===== src/rtl/rck_pkg.sv =====
// Package for the rail condition Kalman speed limit block.
// Holds fixed-point widths, constants, codes, reset values and shared types.
// No dependencies; every other file of the block imports it.
package rck_pkg;

  localparam int FRAC_BITS  = 16;
  localparam int FRAC_W     = FRAC_BITS + 1;
  localparam int UNC_W      = FRAC_BITS + 4;
  localparam int SPEED_W    = 16;
  localparam int NOISE_W    = 16;
  localparam int SLOPE_W    = 20;
  localparam int TIME_W     = 63;
  localparam int FUNC_W     = 3;
  localparam int CFG_IDX_W  = 3;
  localparam int CFG_DATA_W = 20;
  localparam int NUM_EST    = 4;
  localparam int IDX_W      = 2;

  localparam int MUL_A_W = UNC_W;
  localparam int MUL_B_W = FRAC_W;
  localparam int PROD_W  = MUL_A_W + MUL_B_W;
  localparam int RES_W   = PROD_W - FRAC_BITS;

  localparam int ONE_I = 1 << FRAC_BITS;

  localparam logic [FRAC_W-1:0] ONE        = FRAC_W'(ONE_I);
  localparam logic [FRAC_W-1:0] HALF       = FRAC_W'(ONE_I / 2);
  localparam logic [FRAC_W-1:0] R_FLOOR    = FRAC_W'((ONE_I + 50) / 100);
  localparam logic [FRAC_W-1:0] FRIC_FLOOR = FRAC_W'((ONE_I + 5) / 10);
  localparam logic [UNC_W-1:0]  UNC_MAX    = {UNC_W{1'b1}};
  localparam logic [SPEED_W-1:0] SPEED_MAX = {SPEED_W{1'b1}};

  localparam logic [FUNC_W-1:0] FUNC_NONE   = 3'd0;
  localparam logic [FUNC_W-1:0] FUNC_TRACK  = 3'd1;
  localparam logic [FUNC_W-1:0] FUNC_POWER  = 3'd2;
  localparam logic [FUNC_W-1:0] FUNC_SIGNAL = 3'd3;
  localparam logic [FUNC_W-1:0] FUNC_CONG   = 3'd4;

  localparam logic [IDX_W-1:0] EST_TRACK  = 2'd0;
  localparam logic [IDX_W-1:0] EST_POWER  = 2'd1;
  localparam logic [IDX_W-1:0] EST_SIGNAL = 2'd2;
  localparam logic [IDX_W-1:0] EST_CONG   = 2'd3;

  localparam logic [CFG_IDX_W-1:0] REG_PROCESS_NOISE = 3'd0;
  localparam logic [CFG_IDX_W-1:0] REG_DESIGN_SPEED  = 3'd1;
  localparam logic [CFG_IDX_W-1:0] REG_DAMAGE_THRESH = 3'd2;
  localparam logic [CFG_IDX_W-1:0] REG_SIG_FAIL      = 3'd3;
  localparam logic [CFG_IDX_W-1:0] REG_CONG_CAP      = 3'd4;
  localparam logic [CFG_IDX_W-1:0] REG_CONG_SLOPE    = 3'd5;

  localparam logic [NOISE_W-1:0] RST_PROCESS_NOISE = NOISE_W'((3 * ONE_I + 500) / 1000);
  localparam logic [SPEED_W-1:0] RST_DESIGN_SPEED  = SPEED_W'(25600);
  localparam logic [FRAC_W-1:0]  RST_DAMAGE_THRESH = FRAC_W'((3 * ONE_I + 5) / 10);
  localparam logic [FRAC_W-1:0]  RST_SIG_FAIL      = FRAC_W'(ONE_I / 4);
  localparam logic [FRAC_W-1:0]  RST_CONG_CAP      = FRAC_W'((7 * ONE_I + 5) / 10);
  localparam logic [SLOPE_W-1:0] RST_CONG_SLOPE    = SLOPE_W'((5 * ONE_I) / 2);
  localparam logic [FRAC_W-1:0]  RST_CONG_EST      = FRAC_W'((2 * ONE_I + 2) / 5);

  typedef struct packed {
    logic [MUL_A_W-1:0] a;
    logic [MUL_B_W-1:0] b;
  } mul_op_t;

  function automatic logic [FRAC_W-1:0] clamp_one(input logic [FRAC_W-1:0] v);
    return (v > ONE) ? ONE : v;
  endfunction

endpackage


===== src/rtl/rck_in_if.sv =====
// Report channel of the rail condition Kalman speed limit block.
// Carries one report item with valid and ready; depends on rck_pkg.
interface rck_in_if;
  import rck_pkg::*;

  logic                 valid;
  logic                 ready;
  logic [FUNC_W-1:0]    func;
  logic [FRAC_W-1:0]    reliability;
  logic [FRAC_W-1:0]    severity;
  logic [FRAC_W-1:0]    congestion_value;
  logic                 value_present;
  logic [TIME_W-1:0]    report_time;

  modport source (output valid, func, reliability, severity, congestion_value,
                  value_present, report_time, input ready);
  modport sink (input valid, func, reliability, severity, congestion_value,
                value_present, report_time, output ready);
endinterface


===== src/rtl/rck_out_if.sv =====
// Result channel of the rail condition Kalman speed limit block.
// Carries the speed limit, the four estimates and the time; depends on rck_pkg.
interface rck_out_if;
  import rck_pkg::*;

  logic                 valid;
  logic                 ready;
  logic [SPEED_W-1:0]   speed_limit;
  logic [FRAC_W-1:0]    track_estimate;
  logic [FRAC_W-1:0]    power_estimate;
  logic [FRAC_W-1:0]    signalling_estimate;
  logic [FRAC_W-1:0]    congestion_estimate;
  logic [TIME_W-1:0]    update_time;

  modport source (output valid, speed_limit, track_estimate, power_estimate,
                  signalling_estimate, congestion_estimate, update_time, input ready);
  modport sink (input valid, speed_limit, track_estimate, power_estimate,
                signalling_estimate, congestion_estimate, update_time, output ready);
endinterface


===== src/rtl/rck_cfg_if.sv =====
// Configuration write channel of the rail condition Kalman speed limit block.
// Carries a register index and write data; depends on rck_pkg.
interface rck_cfg_if;
  import rck_pkg::*;

  logic                  valid;
  logic                  ready;
  logic [CFG_IDX_W-1:0]  index;
  logic [CFG_DATA_W-1:0] data;

  modport source (output valid, index, data, input ready);
  modport sink (input valid, index, data, output ready);
endinterface


===== src/rtl/rck_div.sv =====
// Restoring divider that forms the Kalman gain one quotient bit per cycle.
// Expects dividend below divisor; depends on rck_pkg.
module rck_div (
  input  logic                          clk_i,
  input  logic                          rst_ni,
  input  logic                          start_i,
  input  logic [rck_pkg::UNC_W-1:0]     dividend_i,
  input  logic [rck_pkg::UNC_W:0]       divisor_i,
  output logic                          done_o,
  output logic [rck_pkg::FRAC_BITS-1:0] quot_o
);
  import rck_pkg::*;

  localparam int CNT_W = $clog2(FRAC_BITS + 1);
  localparam int REM_W = UNC_W + 2;

  logic [REM_W-1:0]     rem_q, rem_d, rem_sh;
  logic [UNC_W:0]       div_q;
  logic [FRAC_BITS-1:0] quot_q, quot_d;
  logic [CNT_W-1:0]     cnt_q;
  logic                 busy_q, done_q;

  always_comb begin
    rem_sh = {rem_q[REM_W-2:0], 1'b0};
    if (rem_sh >= REM_W'(div_q)) begin
      rem_d  = rem_sh - REM_W'(div_q);
      quot_d = {quot_q[FRAC_BITS-2:0], 1'b1};
    end else begin
      rem_d  = rem_sh;
      quot_d = {quot_q[FRAC_BITS-2:0], 1'b0};
    end
  end

  always_ff @(posedge clk_i or negedge rst_ni) begin
    if (!rst_ni) begin
      busy_q <= 1'b0;
      done_q <= 1'b0;
      cnt_q  <= '0;
    end else begin
      done_q <= busy_q && (cnt_q == CNT_W'(1));
      if (start_i) begin
        busy_q <= 1'b1;
        cnt_q  <= CNT_W'(FRAC_BITS);
      end else if (busy_q) begin
        cnt_q <= cnt_q - CNT_W'(1);
        if (cnt_q == CNT_W'(1)) begin
          busy_q <= 1'b0;
        end
      end
    end
  end

  always_ff @(posedge clk_i) begin
    if (start_i) begin
      rem_q  <= REM_W'(dividend_i);
      div_q  <= divisor_i;
      quot_q <= '0;
    end else if (busy_q) begin
      rem_q  <= rem_d;
      quot_q <= quot_d;
    end
  end

  assign done_o = done_q;
  assign quot_o = quot_q;

endmodule


===== src/rtl/rck_mul.sv =====
// Shared registered multiplier that returns the product scaled down by the
// fraction width. Operands arrive as an rck_pkg::mul_op_t; depends on rck_pkg.
module rck_mul (
  input  logic                      clk_i,
  input  rck_pkg::mul_op_t          op_i,
  output logic [rck_pkg::RES_W-1:0] res_o
);
  import rck_pkg::*;

  logic [PROD_W-1:0] prod_q;

  always_ff @(posedge clk_i) begin
    prod_q <= PROD_W'(op_i.a) * PROD_W'(op_i.b);
  end

  assign res_o = prod_q[PROD_W-1:FRAC_BITS];

endmodule


===== src/rtl/rail_condition_kalman_speed_limit_top.sv =====
// Rail condition monitor: four scalar Kalman estimates and a derived speed limit.
// Sequencer, state and configuration registers around rck_div and rck_mul.
//
// Usage: report items enter on report_i, one result item per report leaves
// on result_o, and cfg_i writes the six configuration registers (always
// ready). Write configuration only while no report is in flight.
// Each report adds process noise to all four uncertainties; a report that
// updates an estimate then updates the selected one through one gain
// division and two multiplies. Every report forms the speed limit through one
// friction multiply and four speed multiplies. All multiplies share one
// registered multiplier; the gain comes from a restoring divider that yields
// one bit per cycle of its 16-bit quotient. report_i.ready is low from
// acceptance until the sequencer returns to idle, one report at a time.
// The result sits in an output register; the next report is accepted while
// it waits. If the receiver stalls, the sequencer holds at its last step until
// the output register is free. Reset restores the register defaults, the
// estimates 1.0, 1.0, 1.0, 0.4, the uncertainties 0.5 and time zero.
module rail_condition_kalman_speed_limit_top (
  input  logic       clk_i,
  input  logic       rst_ni,
  rck_in_if.sink     report_i,
  rck_out_if.source  result_o,
  rck_cfg_if.sink    cfg_i
);
  import rck_pkg::*;

  typedef enum logic [11:0] {
    S_IDLE  = 12'b000000000001,
    S_NOISE = 12'b000000000010,
    S_DIVGO = 12'b000000000100,
    S_DIVW  = 12'b000000001000,
    S_KX    = 12'b000000010000,
    S_KU    = 12'b000000100000,
    S_FRIC  = 12'b000001000000,
    S_SPT   = 12'b000010000000,
    S_SPS   = 12'b000100000000,
    S_SPP   = 12'b001000000000,
    S_SPF   = 12'b010000000000,
    S_DONE  = 12'b100000000000
  } state_e;

  state_e state_q, state_d;

  logic [NOISE_W-1:0] noise_q;
  logic [SPEED_W-1:0] dspeed_q;
  logic [FRAC_W-1:0]  thresh_q, sigfail_q, cap_q;
  logic [SLOPE_W-1:0] slope_q;

  logic [FRAC_W-1:0]  est_q [NUM_EST];
  logic [UNC_W-1:0]   unc_q [NUM_EST];
  logic [TIME_W-1:0]  time_q;

  logic [IDX_W-1:0]   idx_q;
  logic               upd_q;
  logic [FRAC_W-1:0]  z_q, r_q, k_q, fr_q;

  logic               out_valid_q;
  logic [SPEED_W-1:0] out_speed_q;
  logic [FRAC_W-1:0]  out_est_q [NUM_EST];
  logic [TIME_W-1:0]  out_time_q;

  logic               in_acc, out_load;
  logic [FRAC_W-1:0]  rel_c, sev_c, cval_c, est_sel, diff, tf, sf, pf, loss_fr;
  logic               z_ge, cong_over;
  logic [RES_W-1:0]   mul_res;
  mul_op_t            mul_op;
  logic               div_start, div_done;
  logic [FRAC_BITS-1:0] div_quot;
  logic [UNC_W:0]     div_den;

  assign report_i.ready = (state_q == S_IDLE);
  assign cfg_i.ready    = 1'b1;
  assign in_acc         = report_i.valid && report_i.ready;
  assign out_load       = (state_q == S_DONE) && (!out_valid_q || result_o.ready);

  assign rel_c  = clamp_one(report_i.reliability);
  assign sev_c  = clamp_one(report_i.severity);
  assign cval_c = clamp_one(report_i.congestion_value);

  assign est_sel   = est_q[idx_q];
  assign z_ge      = (z_q >= est_sel);
  assign diff      = z_ge ? (z_q - est_sel) : (est_sel - z_q);
  assign cong_over = (est_q[EST_CONG] > cap_q);
  assign tf        = (est_q[EST_TRACK] < thresh_q) ? '0 : est_q[EST_TRACK];
  assign sf        = (est_q[EST_SIGNAL] < HALF) ? sigfail_q : ONE;
  assign pf        = (est_q[EST_POWER] > HALF) ? ONE : '0;
  assign loss_fr   = (mul_res > RES_W'(ONE - FRIC_FLOOR)) ? FRIC_FLOOR
                                                           : (ONE - mul_res[FRAC_W-1:0]);

  assign div_start = (state_q == S_DIVGO);
  assign div_den   = {1'b0, unc_q[idx_q]} + (UNC_W + 1)'(r_q);

  rck_div u_div (
    .clk_i      (clk_i),
    .rst_ni     (rst_ni),
    .start_i    (div_start),
    .dividend_i (unc_q[idx_q]),
    .divisor_i  (div_den),
    .done_o     (div_done),
    .quot_o     (div_quot)
  );

  rck_mul u_mul (
    .clk_i (clk_i),
    .op_i  (mul_op),
    .res_o (mul_res)
  );

  always_comb begin
    mul_op = '0;
    case (state_q)
      S_KX: begin
        mul_op.a = MUL_A_W'(diff);
        mul_op.b = k_q;
      end
      S_KU: begin
        mul_op.a = unc_q[idx_q];
        mul_op.b = ONE - k_q;
      end
      S_FRIC: begin
        mul_op.a = slope_q;
        mul_op.b = est_q[EST_CONG] - cap_q;
      end
      S_SPT: begin
        mul_op.a = MUL_A_W'(dspeed_q);
        mul_op.b = tf;
      end
      S_SPS: begin
        mul_op.a = mul_res[MUL_A_W-1:0];
        mul_op.b = sf;
      end
      S_SPP: begin
        mul_op.a = mul_res[MUL_A_W-1:0];
        mul_op.b = pf;
      end
      S_SPF: begin
        mul_op.a = mul_res[MUL_A_W-1:0];
        mul_op.b = fr_q;
      end
      S_DONE: begin
        // The final speed circulates through the multiplier while the result waits.
        mul_op.a = mul_res[MUL_A_W-1:0];
        mul_op.b = ONE;
      end
      default: begin
        mul_op = '0;
      end
    endcase
  end

  always_comb begin
    state_d = state_q;
    case (state_q)
      S_IDLE:  if (in_acc) state_d = S_NOISE;
      S_NOISE: state_d = upd_q ? S_DIVGO : S_FRIC;
      S_DIVGO: state_d = S_DIVW;
      S_DIVW:  if (div_done) state_d = S_KX;
      S_KX:    state_d = S_KU;
      S_KU:    state_d = S_FRIC;
      S_FRIC:  state_d = S_SPT;
      S_SPT:   state_d = S_SPS;
      S_SPS:   state_d = S_SPP;
      S_SPP:   state_d = S_SPF;
      S_SPF:   state_d = S_DONE;
      S_DONE:  if (out_load) state_d = S_IDLE;
      default: state_d = S_IDLE;
    endcase
  end

  always_ff @(posedge clk_i or negedge rst_ni) begin
    if (!rst_ni) begin
      state_q     <= S_IDLE;
      out_valid_q <= 1'b0;
      noise_q     <= RST_PROCESS_NOISE;
      dspeed_q    <= RST_DESIGN_SPEED;
      thresh_q    <= RST_DAMAGE_THRESH;
      sigfail_q   <= RST_SIG_FAIL;
      cap_q       <= RST_CONG_CAP;
      slope_q     <= RST_CONG_SLOPE;
      est_q[EST_TRACK]  <= ONE;
      est_q[EST_POWER]  <= ONE;
      est_q[EST_SIGNAL] <= ONE;
      est_q[EST_CONG]   <= RST_CONG_EST;
      for (int i = 0; i < NUM_EST; i++) begin
        unc_q[i] <= UNC_W'(HALF);
      end
      time_q <= '0;
    end else begin
      state_q <= state_d;

      if (out_load) begin
        out_valid_q <= 1'b1;
      end else if (result_o.ready) begin
        out_valid_q <= 1'b0;
      end

      if (cfg_i.valid && cfg_i.ready) begin
        case (cfg_i.index)
          REG_PROCESS_NOISE: noise_q   <= cfg_i.data[NOISE_W-1:0];
          REG_DESIGN_SPEED:  dspeed_q  <= cfg_i.data[SPEED_W-1:0];
          REG_DAMAGE_THRESH: thresh_q  <= cfg_i.data[FRAC_W-1:0];
          REG_SIG_FAIL:      sigfail_q <= cfg_i.data[FRAC_W-1:0];
          REG_CONG_CAP:      cap_q     <= cfg_i.data[FRAC_W-1:0];
          REG_CONG_SLOPE:    slope_q   <= cfg_i.data[SLOPE_W-1:0];
          default: ;
        endcase
      end

      if (in_acc) begin
        time_q <= report_i.report_time;
      end

      if (state_q == S_NOISE) begin
        for (int i = 0; i < NUM_EST; i++) begin
          if (({1'b0, unc_q[i]} + (UNC_W + 1)'(noise_q)) > (UNC_W + 1)'(UNC_MAX)) begin
            unc_q[i] <= UNC_MAX;
          end else begin
            unc_q[i] <= unc_q[i] + UNC_W'(noise_q);
          end
        end
      end

      if (state_q == S_KU) begin
        est_q[idx_q] <= z_ge ? (est_sel + mul_res[FRAC_W-1:0])
                             : (est_sel - mul_res[FRAC_W-1:0]);
      end

      if ((state_q == S_FRIC) && upd_q) begin
        unc_q[idx_q] <= mul_res[UNC_W-1:0];
      end
    end
  end

  always_ff @(posedge clk_i) begin
    if (in_acc) begin
      r_q <= ONE - rel_c + R_FLOOR;
      if (report_i.func == FUNC_CONG) begin
        idx_q <= EST_CONG;
        z_q   <= cval_c;
        upd_q <= report_i.value_present;
      end else begin
        idx_q <= IDX_W'(report_i.func - FUNC_TRACK);
        z_q   <= ONE - sev_c;
        upd_q <= (report_i.func inside {FUNC_TRACK, FUNC_POWER, FUNC_SIGNAL});
      end
    end
    if ((state_q == S_DIVW) && div_done) begin
      k_q <= {1'b0, div_quot};
    end
    if (state_q == S_SPT) begin
      fr_q <= cong_over ? loss_fr : ONE;
    end
    if (out_load) begin
      out_speed_q <= (mul_res > RES_W'(SPEED_MAX)) ? SPEED_MAX : mul_res[SPEED_W-1:0];
      for (int i = 0; i < NUM_EST; i++) begin
        out_est_q[i] <= est_q[i];
      end
      out_time_q <= time_q;
    end
  end

  assign result_o.valid               = out_valid_q;
  assign result_o.speed_limit         = out_speed_q;
  assign result_o.track_estimate      = out_est_q[EST_TRACK];
  assign result_o.power_estimate      = out_est_q[EST_POWER];
  assign result_o.signalling_estimate = out_est_q[EST_SIGNAL];
  assign result_o.congestion_estimate = out_est_q[EST_CONG];
  assign result_o.update_time         = out_time_q;

endmodule


===== src/flat_wrapper.sv =====
// flat-port wrapper written by rule: the top's interface ports become plain ports
module rail_condition_kalman_speed_limit_top_flat import rck_pkg::*;
  (clk_i, rst_ni, report_i_valid, report_i_func, report_i_reliability, report_i_severity, report_i_congestion_value, report_i_value_present, report_i_report_time, report_i_ready, result_o_valid, result_o_speed_limit, result_o_track_estimate, result_o_power_estimate, result_o_signalling_estimate, result_o_congestion_estimate, result_o_update_time, result_o_ready, cfg_i_valid, cfg_i_index, cfg_i_data, cfg_i_ready);
  rck_in_if report_i_i ();
  rck_out_if result_o_i ();
  rck_cfg_if cfg_i_i ();
  input  logic clk_i;
  input  logic rst_ni;
  input wire logic [$bits(report_i_i.valid)-1:0] report_i_valid;
  input wire logic [$bits(report_i_i.func)-1:0] report_i_func;
  input wire logic [$bits(report_i_i.reliability)-1:0] report_i_reliability;
  input wire logic [$bits(report_i_i.severity)-1:0] report_i_severity;
  input wire logic [$bits(report_i_i.congestion_value)-1:0] report_i_congestion_value;
  input wire logic [$bits(report_i_i.value_present)-1:0] report_i_value_present;
  input wire logic [$bits(report_i_i.report_time)-1:0] report_i_report_time;
  output wire logic [$bits(report_i_i.ready)-1:0] report_i_ready;
  output wire logic [$bits(result_o_i.valid)-1:0] result_o_valid;
  output wire logic [$bits(result_o_i.speed_limit)-1:0] result_o_speed_limit;
  output wire logic [$bits(result_o_i.track_estimate)-1:0] result_o_track_estimate;
  output wire logic [$bits(result_o_i.power_estimate)-1:0] result_o_power_estimate;
  output wire logic [$bits(result_o_i.signalling_estimate)-1:0] result_o_signalling_estimate;
  output wire logic [$bits(result_o_i.congestion_estimate)-1:0] result_o_congestion_estimate;
  output wire logic [$bits(result_o_i.update_time)-1:0] result_o_update_time;
  input wire logic [$bits(result_o_i.ready)-1:0] result_o_ready;
  input wire logic [$bits(cfg_i_i.valid)-1:0] cfg_i_valid;
  input wire logic [$bits(cfg_i_i.index)-1:0] cfg_i_index;
  input wire logic [$bits(cfg_i_i.data)-1:0] cfg_i_data;
  output wire logic [$bits(cfg_i_i.ready)-1:0] cfg_i_ready;
  assign report_i_i.valid = report_i_valid;
  assign report_i_i.func = report_i_func;
  assign report_i_i.reliability = report_i_reliability;
  assign report_i_i.severity = report_i_severity;
  assign report_i_i.congestion_value = report_i_congestion_value;
  assign report_i_i.value_present = report_i_value_present;
  assign report_i_i.report_time = report_i_report_time;
  assign report_i_ready = report_i_i.ready;
  assign result_o_valid = result_o_i.valid;
  assign result_o_speed_limit = result_o_i.speed_limit;
  assign result_o_track_estimate = result_o_i.track_estimate;
  assign result_o_power_estimate = result_o_i.power_estimate;
  assign result_o_signalling_estimate = result_o_i.signalling_estimate;
  assign result_o_congestion_estimate = result_o_i.congestion_estimate;
  assign result_o_update_time = result_o_i.update_time;
  assign result_o_i.ready = result_o_ready;
  assign cfg_i_i.valid = cfg_i_valid;
  assign cfg_i_i.index = cfg_i_index;
  assign cfg_i_i.data = cfg_i_data;
  assign cfg_i_ready = cfg_i_i.ready;
  rail_condition_kalman_speed_limit_top u_core (.clk_i(clk_i), .rst_ni(rst_ni), .report_i(report_i_i), .result_o(result_o_i), .cfg_i(cfg_i_i));
endmodule

===== config.mk =====
export PLATFORM = sky130hd
export DESIGN_NAME = rail_condition_kalman_speed_limit_top_flat
export DESIGN_NICKNAME = d
export VERILOG_FILES = /design/src/rtl/rck_pkg.sv /design/src/rtl/rck_in_if.sv /design/src/rtl/rck_out_if.sv /design/src/rtl/rck_cfg_if.sv /design/src/rtl/rck_div.sv /design/src/rtl/rck_mul.sv /design/src/rtl/rail_condition_kalman_speed_limit_top.sv /design/src/flat_wrapper.sv
export SDC_FILE = /design/constraint.sdc
export NUM_CORES = 2
export LEC_CHECK = 0
export BUFFER_PORTS_ARGS = -buffer_cell sky130_fd_sc_hd__clkbuf_2
export CORE_MARGIN = 1
export CORE_UTILIZATION = 50
export CTS_BUF_LIST = sky130_fd_sc_hd__clkbuf_4
export CTS_CLUSTER_SIZE = 40
export DETAILED_ROUTE_END_ITERATION = 16
export GPL_ROUTABILITY_DRIVEN = 0
export PLACE_DENSITY = 0.68
export SYNTH_ARGS = -nofsm -noshare
export SYNTH_HDL_FRONTEND = slang
export SYNTH_HIERARCHICAL = 1
export SYNTH_SLANG_ARGS = --single-unit

===== constraint.sdc =====
create_clock -name clk_i -period 11.65 [get_ports clk_i]
set_clock_uncertainty 0.1 [all_clocks]
set_input_delay 0.5825 -clock clk_i [delete_from_list [all_inputs] [get_ports clk_i]]
set_output_delay 0.5825 -clock clk_i [all_outputs]
set_load 0.1 [all_outputs]

Yosys cells after proc, flatten, opt, wreduce, memory -nomap -nowiden
Memories as Yosys holds them, arrays and structs flattened.
Index checks and enable logic that the tools add are counted.

word-level totals
  bits in registers = 578
  RAM bits = 68
  input port bits = 146
  output and inout bits = 150
  word-level logic and storage cells = 170
  memories kept = 1

cells by class
  $add $sub $neg = 22
  multiply operators = 1
  order comparisons = 17
  equality and inequality tests = 25
  multiplexer cells = 48
  bitwise operators = 2
  reduce and logical (&&, ||, !) cells = 20

memories
  name              depth  width  rd ports  clocked after Yosys merged registers in  write ports  line                                         RTL
  u_core.out_est_q  4      17     4         0                                        4            rail_condition_kalman_speed_limit_top.sv:59  logic [FRAC_W-1:0] out_est_q [NUM_EST];

operators with widths
  kind                                                                     number
  37-bit one-hot mux with 8 select lines                                   1
  17-bit two-way mux                                                       13
  20-bit two-way mux                                                       9
  80-bit two-way mux                                                       2
  12-bit one-hot mux with 12 select lines                                  1
  20-bit by 16-bit adder with 21-bit output                                4
  21-bit by 20-bit > comparator with 1-bit output (second input constant)  4
  20-bit by 16-bit adder with 20-bit output                                4
  80-bit bitwise mux                                                       1
  68-bit bitwise mux                                                       1
  17-bit subtractor                                                        4
  17-bit > comparator (second input constant)                              3
  17-bit subtractor (first input constant)                                 3
  21-bit by 16-bit > comparator with 1-bit output (second input constant)  2
  20-bit binary-select mux with 2-bit select                               1
  20-bit demux with 2-bit select                                           1
  20-bit by 17-bit multiplier with 37-bit output                           1
  12-bit two-way mux                                                       3
  17-bit binary-select mux with 2-bit select                               1
  17-bit demux with 2-bit select                                           1
  22-bit by 21-bit greater-or-equal comparator with 1-bit output           1
  20-bit by 17-bit adder with 21-bit output                                1
  21-bit two-way mux                                                       1
  21-bit subtractor                                                        1
  other kinds (44)                                                         71

Longest topological paths before layout
  depth in word-level cells = 8
  gate-level depth with buffers = 40
  depth with buffers taken out = 36

Cells and area by module
Netlist, hierarchy kept.

by module, submodules not included
  module                                 times used  cells each  area an instance (sq um)  seq. area each (sq um)
  rail_condition_kalman_speed_limit_top  1           2940        30719.5                   14752.9
  rck_mul                                1           1311        11358.4                   420.4
  rck_div                                1           400         4003.8                    1746.7

Worst setup path before layout
No wires, ideal clock.

  path kind = reg2reg
  from = reg u_core.idx_q[0]
  to = reg u_core.u_mul.prod_q[32]
  library setup time = 0.062 ns
  arrival time = 10.335 ns
  data required time = 11.488 ns
  path slack = 1.153 ns
  cell stages (with the launch flop) = 37
  buffers on the path = 5
  path through = edfxtp_1 > clkbuf_1 > clkbuf_1 > buf_1 > mux4_2 > ha_1 > buf_6 > a21oi_2 > o21ai_1 > a221o_1 > o311a_4 > nor2_8 > mux2i_1 > a31oi_2 > o31ai_2 > o21bai_1 > xnor2_1 > o211ai_1 > clkbuf_1 > nand2_1 > fa_1 > fa_1 > fa_1 > inv_1 > fa_1 > fa_1 > inv_1 > fa_1 > inv_1 > ha_1 > a21oi_1 > o21bai_1 > a21oi_1 > and3_4 > o31a_1 > or4_1 > nand3_1

RTL lines
  element                 line                                          RTL
  from (decl)             rail_condition_kalman_speed_limit_top.sv:53   logic [IDX_W-1:0] idx_q;
  from (signal assigned)  rail_condition_kalman_speed_limit_top.sv:242  idx_q <= IDX_W'(report_i.func - FUNC_TRACK);
  to (signal assigned)    rck_mul.sv:13                                 prod_q <= PROD_W'(op_i.a) * PROD_W'(op_i.b);
  to (decl)               rck_mul.sv:10                                 logic [PROD_W-1:0] prod_q;

==> flow_summary.toml <==
[power]
sequentialPowerShare = 0.365
net-switching-power_w = 0.00331
comb_power_share = 0.396
peakVddDrop_v = 0.0000922
internal_power_w = 0.00547
switching_share = 0.377
total_leakage_power_nw = 23.7
power_density_nw_per_um2 = 166
share_clk_of_total_power = 0.239
power.total_w = 0.00878

[synthesis]
synth_simple_gate_area_share = 0.151
synth_area_in_compound_gates = 0.123
ys.warnings.count = 6
area_share_of_xor_xnor_cells_in_the_synthesized_design = 0.0355
netlist_area_um2 = 46100
post_synth.cell_area_avg_um2 = 9.91
synth-adder-area-share = 0.203
post_synthesis_sequential_area_ratio = 0.367
synth_top_family_by_area = "adder cells"
synth_seq_cells = 630
number_of_enable_type_register_cells_in_the_synthesized_netlist = 258
postSynthCellCount = 4651
synth.area.mux_share = 0.0602
asyncSetResetFlopFracSynth = 0.530
syn-num-nets = 5379
postSynth.topFlopCell = "sky130_fd_sc_hd__dfrtp_1"
synthDistinctLibCells = 108

[floorplanning]
initial_core_util = 0.508
die_height_um = 306
fp.dieArea_um2 = 93400
ioPinCount = 296
die_width_um = 306
core_area_um2 = 90700
placement_row_count = 110

[placed_design]
dp.cells = 5978
detailedPlacementHpwl_um = 103000
io_buffers = 294

[worst_setup_path]
critical_path.slowest_cell = "sky130_fd_sc_hd__edfxtp_1"
cp_data_required_time_ps = 12420
crit_top_cell = "sky130_fd_sc_hd__fa_1"
largest_fanout_of_any_net_on_the_critical_path = 26
cp_data_arrival_time_ps = 11490
critPathMaxStageDelay_ps = 900
worstSetupEndpointType = "flip-flop"
timing.critical_path.from_type = "flip-flop"
critPathKind = "reg2reg"

[clock_network]
post_cts_resize_count = 0
cts_tree = "yes"
path_clk_slew_ps = 70
clk-insertion-delay-late_ps = 1110
clock_tree_sinks = 630
tritoncts.num_buffers = 170
clockBufferDepth = 3
clock_tree.root_cell = "sky130_fd_sc_hd__clkbuf_4"
htreeDepth = 4

[sta]
setup_viol = 0
timing.final.crit_period_ps = 10730
tns_ps = 0
slew_headroom = 0.135
min_period_over_period = 0.921
hold_violations = 0
final_max_slew_viol_count = 0
hold_slack_ps = 47.0
max_freq_mhz = 93.2
grt_setup_unrepaired = "no"
worst_slew_pin_slew_ps = 1300

[min_path]
worst_hold_path_type = "in2async"

[global_route]
global_route_wire_length_before_repair_um = 217000
global_route.usage.total = 0.304
largest_net_degree_at_the_start_of_global_routing = 166
grt_pass1_vias = 37469
antenna_found_initial = 8
gr_ovfl_total = 0

[run_status]
run_status = "complete, no violations"

[cells_and_area]
layout-drive-gt1-share = 0.180
core_occupancy_in_the_finished_layout = 0.582
seq_cell_area_um2 = 16900
final_nets = 5865
fin_cells = 6463
syn2layout_area_growth_pct = 14.5
filler_cell_count = 7685
multi_input_comb_area_um2 = 26500

[drt]
wl_per_cell_um = 22.0
wl_um = 142000
drc_errors = 0
viasPerCell = 5.85
drt_first_iter_violations = 3906
detail-route-antenna-nets = 0
num_vias = 37793
dr.pass1.iters = 6

[run]
timing.max_cap.violations = 0
[per-stage QoR]
stage / worst slack [ps] / instance area (um^2)
finish: 924 / 52800
floorplan: 1150 / 46100
global route: 358 / 52800
global placement: 1050 / 48800
CTS: 653 / 52700
detailed placement: 790 / 48800
[flip-flops by register name, summed over array words and instances (netlist names), 20 cells and up]
signal	count
u_core/result_o.update_time	63
u_core/u_mul/prod_q	21
u_core/unc_q	80
u_core/u_div/div_q	21
u_core/est_q	68
u_core/u_div/rem_q	21
u_core/out_est_q	68
u_core/time_q	63
u_core/slope_q	20
[synthesized netlist by cell type, types with 25 or more instances]
library cell                 n  area share
sky130_fd_sc_hd__nand2b_1   47      0.0064
sky130_fd_sc_hd__o22ai_1    52      0.0071
sky130_fd_sc_hd__nor3_1     51      0.0055
sky130_fd_sc_hd__edfxtp_1  258        0.17
sky130_fd_sc_hd__a21o_1     59      0.0096
sky130_fd_sc_hd__or3_1      28      0.0038
sky130_fd_sc_hd__o21ai_1    42      0.0046
sky130_fd_sc_hd__a21oi_1   190       0.021
sky130_fd_sc_hd__mux2_2    144       0.035
sky130_fd_sc_hd__mux4_2     37       0.018
sky130_fd_sc_hd__nor2b_1    47      0.0064
sky130_fd_sc_hd__xor2_1     58       0.011
sky130_fd_sc_hd__dfxtp_1    38       0.017
sky130_fd_sc_hd__nand2_1   655       0.053
sky130_fd_sc_hd__o21a_1     38      0.0062
sky130_fd_sc_hd__o21ai_0   232       0.025
sky130_fd_sc_hd__ha_1      305       0.083
sky130_fd_sc_hd__clkbuf_1  173       0.014
sky130_fd_sc_hd__xnor2_1   129       0.025
sky130_fd_sc_hd__dfrtp_1   291        0.16
sky130_fd_sc_hd__nand4_1    33      0.0045
sky130_fd_sc_hd__mux2i_1    32      0.0070
sky130_fd_sc_hd__nand3b_1   25      0.0041
sky130_fd_sc_hd__nand3_1    67      0.0073
sky130_fd_sc_hd__fa_1      277        0.12
sky130_fd_sc_hd__dfstp_2    43       0.025
sky130_fd_sc_hd__nor2_1    217       0.018
sky130_fd_sc_hd__and2_1    171       0.023
sky130_fd_sc_hd__inv_1     490       0.040
[final timing paths]
path | startpoint | endpoint | slack, ps | depth (start not counted)
max | u_core/idx_q[1] | u_core/u_mul/prod_q[31] | 920 | 31
max in group asynchronous | rst_ni | u_core/cap_q[10] | 9810 | 3
min | rst_ni | u_core/sigfail_q[13] | 50 | 2
max reg2reg | u_core/idx_q[1] | u_core/u_mul/prod_q[31] | 920 | 31
min reg2reg | u_core/time_q[3] | u_core/result_o.update_time[3] | 310 | 0
min in group clk_i | report_i_severity[15] | u_core/z_q[15] | 130 | 3
[cells in the final DEF, fill, tap and decap left out, drive strengths merged, types with 33 or more instances in the layout]
cell type    instances
nand2b              47
xnor2              129
dfrtp              291
buf                 85
nor2b               47
a21o                60
nor3                53
nand2              656
and2               172
fa                 277
dlygate4sd3        156
o22ai               53
inv                494
nor2               219
clkbuf             554
nand4               33
xor2                58
dfxtp               38
edfxtp             258
dfstp               43
mux4                37
o21a                38
o21ai              275
clkinv              48
ha                 305
a21oi              194
nand3               67
mux2               144
[worst max-delay path, delay by kind of cell (launching register included)]
kind            cells  cell delay [ps]
buf+inv             3              150
flops               1              900
compound gates     14             3880
mux                 2              800
fa+ha+maj           8             3790
xor+xnor            2              320
simple gates        2              520
[layer usage]
layer | share of wire | wire, um | GRT usage
met1 | 0.41 | 58400 | 0.405
met2 | 0.45 | 63700 | 0.470
met3 | 0.10 | 14200 | 0.0767
met4 | 0.040 | 5650 | 0.130
met5 | 0.00024 | 34 | 0
[power by group through the flow]
stage	clock network [W]	logic (W)	registers, W
finish	0.00210	0.00348	0.00320
CTS	0.00215	0.00340	0.00319
global route	0.00227	0.00380	0.00325
floorplan	0	0.00258	0.00309
detailed placement	0	0.00334	0.00323
global placement	0	0.00327	0.00321
[kinds of logic after synthesis]
kind of cell	Yosys count
buf+inv	711
mux	213
other cells	1
flops	630
compound gates	875
simple gates	1452
xor+xnor	187
fa+ha+maj	582
[repair_timing]
action	CTS	global route
hold endpoints to repair	295	0
setup endpoints to repair	0	2
hold buffers	156	0
buffers inserted	0	7
[layout make-up]
cell class / count / area share
Antenna cell: 5 / 0.000237
Sequential cell: 630 / 0.321
Multi-Input combinational cell: 3310 / 0.502
Tap cell: 1176 / 0.0279
Inverter: 491 / 0.0349
Timing Repair Buffer: 534 / 0.0703
Clock buffer: 261 / 0.0371
Clock inverter: 56 / 0.00685
(Power assumes the default switching activity.)
